$ cat src/sv/vn2d_pkg.sv
// ----------------------------------------------------------------------------
// vn2d_pkg
// Shared constants for the 2D value noise pipeline: lattice hash terms,
// internal widths and pipeline latency.
// ----------------------------------------------------------------------------
package vn2d_pkg;

	// lattice hash terms, all arithmetic wraps modulo 2^32
	localparam logic [31:0] HASH_Y_MUL = 32'd57;
	localparam int          HASH_SHIFT = 13;
	localparam logic [31:0] HASH_C1    = 32'd15731;
	localparam logic [31:0] HASH_C2    = 32'd789221;
	localparam logic [31:0] HASH_C3    = 32'd1376312589;
	localparam logic [31:0] HASH_MASK  = 32'h7fff_ffff;
	localparam logic [31:0] ONE_Q30    = 32'h4000_0000;

	// internal value width: holds bicubic overshoot of Q2.30 values
	localparam int VAL_W   = 40;
	localparam int OUT_W   = 32;
	// Q2.30 to Q6.26
	localparam int OUT_SHR = 4;

	// stage counts: input register, hash, row cubic, column cubic, output
	localparam int HASH_LAT  = 4;
	localparam int CUBIC_LAT = 4;
	localparam int PIPE_LAT  = 1 + HASH_LAT + CUBIC_LAT + CUBIC_LAT + 1;

endpackage

$ cat src/sv/vn2d_hash.sv
// ----------------------------------------------------------------------------
// vn2d_hash
// Four-stage lattice hash: integer point to a Q2.30 value in (-1, 1].
// ----------------------------------------------------------------------------
module vn2d_hash (
	input  logic        clk,
	input  logic [31:0] xi,
	input  logic [31:0] yi,
	output logic [31:0] val
);
	import vn2d_pkg::*;

	logic [31:0] n_lin;
	logic [31:0] n_s1;
	logic [31:0] n_s2, sq_s2;
	logic [31:0] n_s3, a_s3;
	logic [31:0] val_s4;
	logic [31:0] b_full;

	// linear combination and shift-xor
	always_comb begin
		n_lin = xi + yi * HASH_Y_MUL;
	end

	always_ff @(posedge clk) begin
		n_s1 <= (n_lin << HASH_SHIFT) ^ n_lin;
	end

	// square
	always_ff @(posedge clk) begin
		n_s2  <= n_s1;
		sq_s2 <= n_s1 * n_s1;
	end

	// inner polynomial term
	always_ff @(posedge clk) begin
		n_s3 <= n_s2;
		a_s3 <= sq_s2 * HASH_C1 + HASH_C2;
	end

	// outer term, mask to 31 bits and map to Q2.30
	always_comb begin
		b_full = n_s3 * a_s3 + HASH_C3;
	end

	always_ff @(posedge clk) begin
		val_s4 <= ONE_Q30 - (b_full & HASH_MASK);
	end

	assign val = val_s4;

endmodule

$ cat config.mk
export PLATFORM = sky130hd
export DESIGN_NAME = vn2d_hash
export DESIGN_NICKNAME = d
export VERILOG_FILES = /design/src/sv/vn2d_pkg.sv /design/src/sv/vn2d_hash.sv
export SDC_FILE = /design/constraint.sdc
export NUM_CORES = 2
export LEC_CHECK = 0
export BUFFER_PORTS_ARGS = -buffer_cell sky130_fd_sc_hd__buf_2
export CAP_MARGIN = 20
export CORE_MARGIN = 2
export CORE_UTILIZATION = 35
export DETAILED_ROUTE_END_ITERATION = 7
export PLACE_DENSITY = 0.53
export SYNTH_ARGS = -nofsm -noshare
export SYNTH_HDL_FRONTEND = slang
export SYNTH_SLANG_ARGS = --single-unit
$ cat constraint.sdc
create_clock -name clk -period 17.4 [get_ports clk]
set_clock_uncertainty 0.15 [all_clocks]
set_input_delay 1.74 -clock clk [delete_from_list [all_inputs] [get_ports clk]]
set_output_delay 1.74 -clock clk [all_outputs]
set_load 0.02 [all_outputs]
======== Word-level counts from Yosys, hierarchy flattened ========
Index checks and enable logic that the tools add are counted.
storage, ports and cells
  output and inout bits ................... 32
  register bits ........................... 192
  input bits .............................. 65
  word-level logic and storage cells ...... 15
cells by class
  $mul .................................... 4
  $add $sub $neg .......................... 4
  bitwise operators ....................... 1
operators by type and width
  operator                count
  $add 32x20->32 const B  1
  $add 32x32->32          1
  $mul 32x14->32 const B  1
  $mul 32x32->31          1
  $mul 32x32->32          1
  $mul 32x6->32 const B   1
  $sub 31x31->32 const A  1
  $xor 32x32->32          1
  $add 31x31->31 const B  1

======== Logic depth before layout (Yosys ltp) ========
  word-level depth ........................ 3
  mapped depth ............................ 31
  depth with buffers taken out ............ 29

======== Least setup slack after synthesis ========
Ideal clock, no wire load.
  kind .................................... reg2reg
  start point ............................. register n_s3[10]
  end point ............................... register val_s4[27], in the netlist val[27]
  path slack .............................. 9.987 ns
  clock period less this slack ............ 7.413 ns
  library setup time ...................... 0.128 ns
  data required time ...................... 17.122 ns
  cell stages (with the launch flop) ...... 29
  buffers on the path ..................... 3
  data arrival time ....................... 7.135 ns
  cells stage by stage .................... dfxtp_1 clkbuf_1 clkbuf_1 and2_1 fa_1 fa_1 fa_1 inv_1 fa_1 inv_1 fa_1 fa_1 fa_1 inv_1 fa_1 inv_1 ha_1 buf_2 a211o_1 a21oi_2 o2111ai_2 nand2_1 o21ai_1 a21o_1 a21oi_1 xor2_2 and4_1 nand2_1 xor2_1
on the way
  cells in the longest elaborated chain, start to end .. 3
RTL lines
  item                    RTL line         text
  start, declared         vn2d_hash.sv:16  logic [31:0] n_s3, a_s3;
  start signal, assigned  vn2d_hash.sv:37  n_s3 <= n_s2;
  $mul 32x32->31          vn2d_hash.sv:43  b_full = n_s3 * a_s3 + HASH_C3;
  $add 31x31->31          vn2d_hash.sv:43
  $sub 31x31->32          vn2d_hash.sv:47  val_s4 <= ONE_Q30 - (b_full & HASH_MASK);
  end signal, assigned    vn2d_hash.sv:47
  end, declared           vn2d_hash.sv:17  logic [31:0] val_s4;
Every way passes these cells.

======== Worst setup path after layout ========
  start point ............................. register n_s3[11]
  end point ............................... register val_s4[27], in the netlist val[27]
Same word-level chain as after synthesis.

==> flow_metrics.py <==
metrics = {
    "yosys": {
        "synth_top_area_cell": "sky130_fd_sc_hd__fa_1",
        "synth_flop_cell": "sky130_fd_sc_hd__dfxtp_1",
        "synth_top_cells_by_count": "sky130_fd_sc_hd__inv_1 (1,253), sky130_fd_sc_hd__fa_1 (942), sky130_fd_sc_hd__ha_1 (460)",
        "synth.ff_latch_count": 184,
        "synthMostInstantiatedCell": "sky130_fd_sc_hd__inv_1",
        "syn-mean-instance-area_um2": 9.611,
        "asyncSetResetFlopFracSynth_pct": 0,
        "synth-edff-count": 0,
        "syn_inst": 4428,
        "yosysUniqueCellTypes": 84,
        "synth_area_leaders": "sky130_fd_sc_hd__fa_1 (44%), sky130_fd_sc_hd__ha_1 (14%), sky130_fd_sc_hd__inv_1 (11%)",
        "yosysTopAreaCellShare_pct": 44.31,
        "yosysWarningCount": 0,
        "mappedNetlistArea_um2": 42560,
        "synth_seq_area_share_pct": 8.656,
    },
    "routing": {
        "avgRoutedWirePerCell_um": 15.91,
        "detailedRoute.firstPassIterationCount": 5,
        "via_count": 27607,
        "drt-initial-drc-count": 1208,
        "post_drt_via_cell_ratio": 4.535,
        "antenna_violating_nets_post_route": 0,
        "post-route-drc-count": 0,
        "totalWireLength_um": 96840,
    },
    "cells_and_area": {
        "area_delta_synth_final_pct": 6.959,
        "num_antenna_cells": 0,
        "drive_gt1_share_pct": 4.937,
        "final_net_count": 5930,
        "final_cell_count_no_fill": 6088,
    },
    "outcome": {
        "outcome": "complete, no violations",
    },
    "worst_setup_path": {
        "crit_fanout": 19,
        "worst_path_most_repeated_cell": "sky130_fd_sc_hd__fa_1",
        "timing_worst_setup_path_type": "reg -> reg",
        "critical_path.startpoint": "n_s3[11]$_DFF_P_",
        "critical_path.reg2reg.startpoint": "n_s3[11]$_DFF_P_",
        "number_of_buffer_and_inverter_instances_along_the_worst_setup_path": 4,
        "critical_path.startpoint_type": "flop",
        "cpLargestDelayFamily": "adder cells",
        "crit_required_ns": 17.64,
        "slowest_delay_ns": 1.04,
        "timing.critical_path.slowest_stage_cell": "sky130_fd_sc_hd__dfxtp_1",
        "critical_path_endpoint_category": "flop",
        "crit_arrival_ns": 8.53,
    },
    "die": {
        "die-height_um": 352.7,
        "placementRows": 127,
        "core-area_um2": 120300,
        "floorplan.initialDensity_pct": 35.38,
        "fp.dieArea_um2": 124400,
        "io-pin-count": 97,
        "die-width_um": 352.7,
    },
    "timing": {
        "setup-violations-final": 0,
        "maxSlewHeadroom_pct": 25.37,
        "max_clk_rate_mhz": 120.7,
        "layout_min_cycle_time_ns": 8.286,
        "hold_viol_final": 0,
        "setup_repair_after_global_routing_missed_its_margin": "no",
        "finalSetupTns_ns": 0,
        "tightestPinTransition_ns": 1.118,
        "final.period_utilization_pct": 47.62,
        "slew_violations": 0,
    },
    "global_route": {
        "maximum_number_of_pins_on_one_net_before_global_route_repair": 34,
        "globalRoute.totalOverflow": 0,
        "grt_pass1_vias": 31129,
        "gr-usage-all-layers_pct": 16.57,
        "grt_first_pass_wirelength_um": 163200,
        "initial_antenna_violation_count": 7,
    },
    "placement": {
        "placed_cells_incl_taps": 6056,
        "routabilityCongestion": 0.8281,
        "numPortBuffers": 94,
        "hpwl_um": 80570,
    },
    "min_path": {
        "hp-start": "n_s2[22]$_DFF_P_",
        "worst_hold_path_type": "reg -> reg",
    },
    "clocking": {
        "cts-resized-gates": 0,
        "tritoncts": "yes",
        "setup_buffers_after_cts": 0,
        "clk_pin_slew_ns": 0.08,
        "numClockSinks": 184,
        "tritoncts.num_buffers": 17,
        "clock-root-buffer": "sky130_fd_sc_hd__clkbuf_16",
        "clk_path_buf_depth": 2,
        "h-tree-depth": 4,
        "clk_latency_ns": 0.51,
        "holdBufCountCts": 0,
    },
    "flow_run": {
        "cap_violations": 0,
    },
}
cells in the final DEF (no fill, tap or decap), drive strengths merged, types with 48 or more instances in the layout:
cell	synthesis	final
xnor2	201	201
dfxtp	184	184
ha	460	460
fa	942	942
inv	1253	1261
a21oi	84	84
and2	389	389
nor2	81	81
o21ai	48	48
nand2	349	349
buf	4	128
xor2	57	57
path summary, 6_finish.rpt:
path	end	slack, ns	cells past startpoint
setup / recovery	val[27]$_DFF_P_	9.11	25
hold / removal	n_s3[22]$_DFF_P_	0.18	0
hold reg to reg	n_s3[22]$_DFF_P_	0.18	0
setup reg to reg	val[27]$_DFF_P_	9.11	25
cell type report:
type	instances	area [µm²]
clock buffer	17	425.4
clock inverter	15	215.2
fill	12304	74770
inverter	1253	4703
multi-input combinational	2879	33740
sequential	184	3690
tap	1612	2017
timing repair buffer	128	725.7
kinds of logic (layout without fill, tap and decap cells):
group | after synthesis | count (layout) | synth area share, %
compound gates | 275 | 275 | 4.545
xor+xnor | 259 | 259 | 5.380
fa+ha+maj | 1402 | 1402 | 57.84
buf+inv | 1367 | 1413 | 12.07
flops | 184 | 184 | 8.656
mux | 1 | 1 | 0.02352
other cells | 2 | 4 | 0.01765
simple gates | 938 | 938 | 11.47
sequential cells by signal (all words and copies together) (netlist names):
register	cells
a_s3	30
n_s1	31
n_s2	30
n_s3	31
sq_s2	30
val	32
metal layers:
metal  wire, µm  up-vias  GRT usage (%)
met3       3595       84          1.754
li1           -    12970              -
met4       1567        0          3.479
met5          0        -              0
met2      48110      453          29.54
met1      43560    14100          21.66
through the flow:
stage	hold WS (ns)	worst slack, ns	util, %	area, µm²
after floorplan	0.1596	9.987	-	42560
after global placement	0.1596	9.221	37.31	44880
after detailed placement	0.1621	9.141	37.31	44880
after CTS	0.1799	9.123	37.84	45520
after global routing	0.1859	8.746	37.84	45520
final	0.1787	9.114	37.84	45520
Power is left out: the tool's default activity adds up to more than one toggle a clock period on the data nets, which glitch-free logic cannot reach.
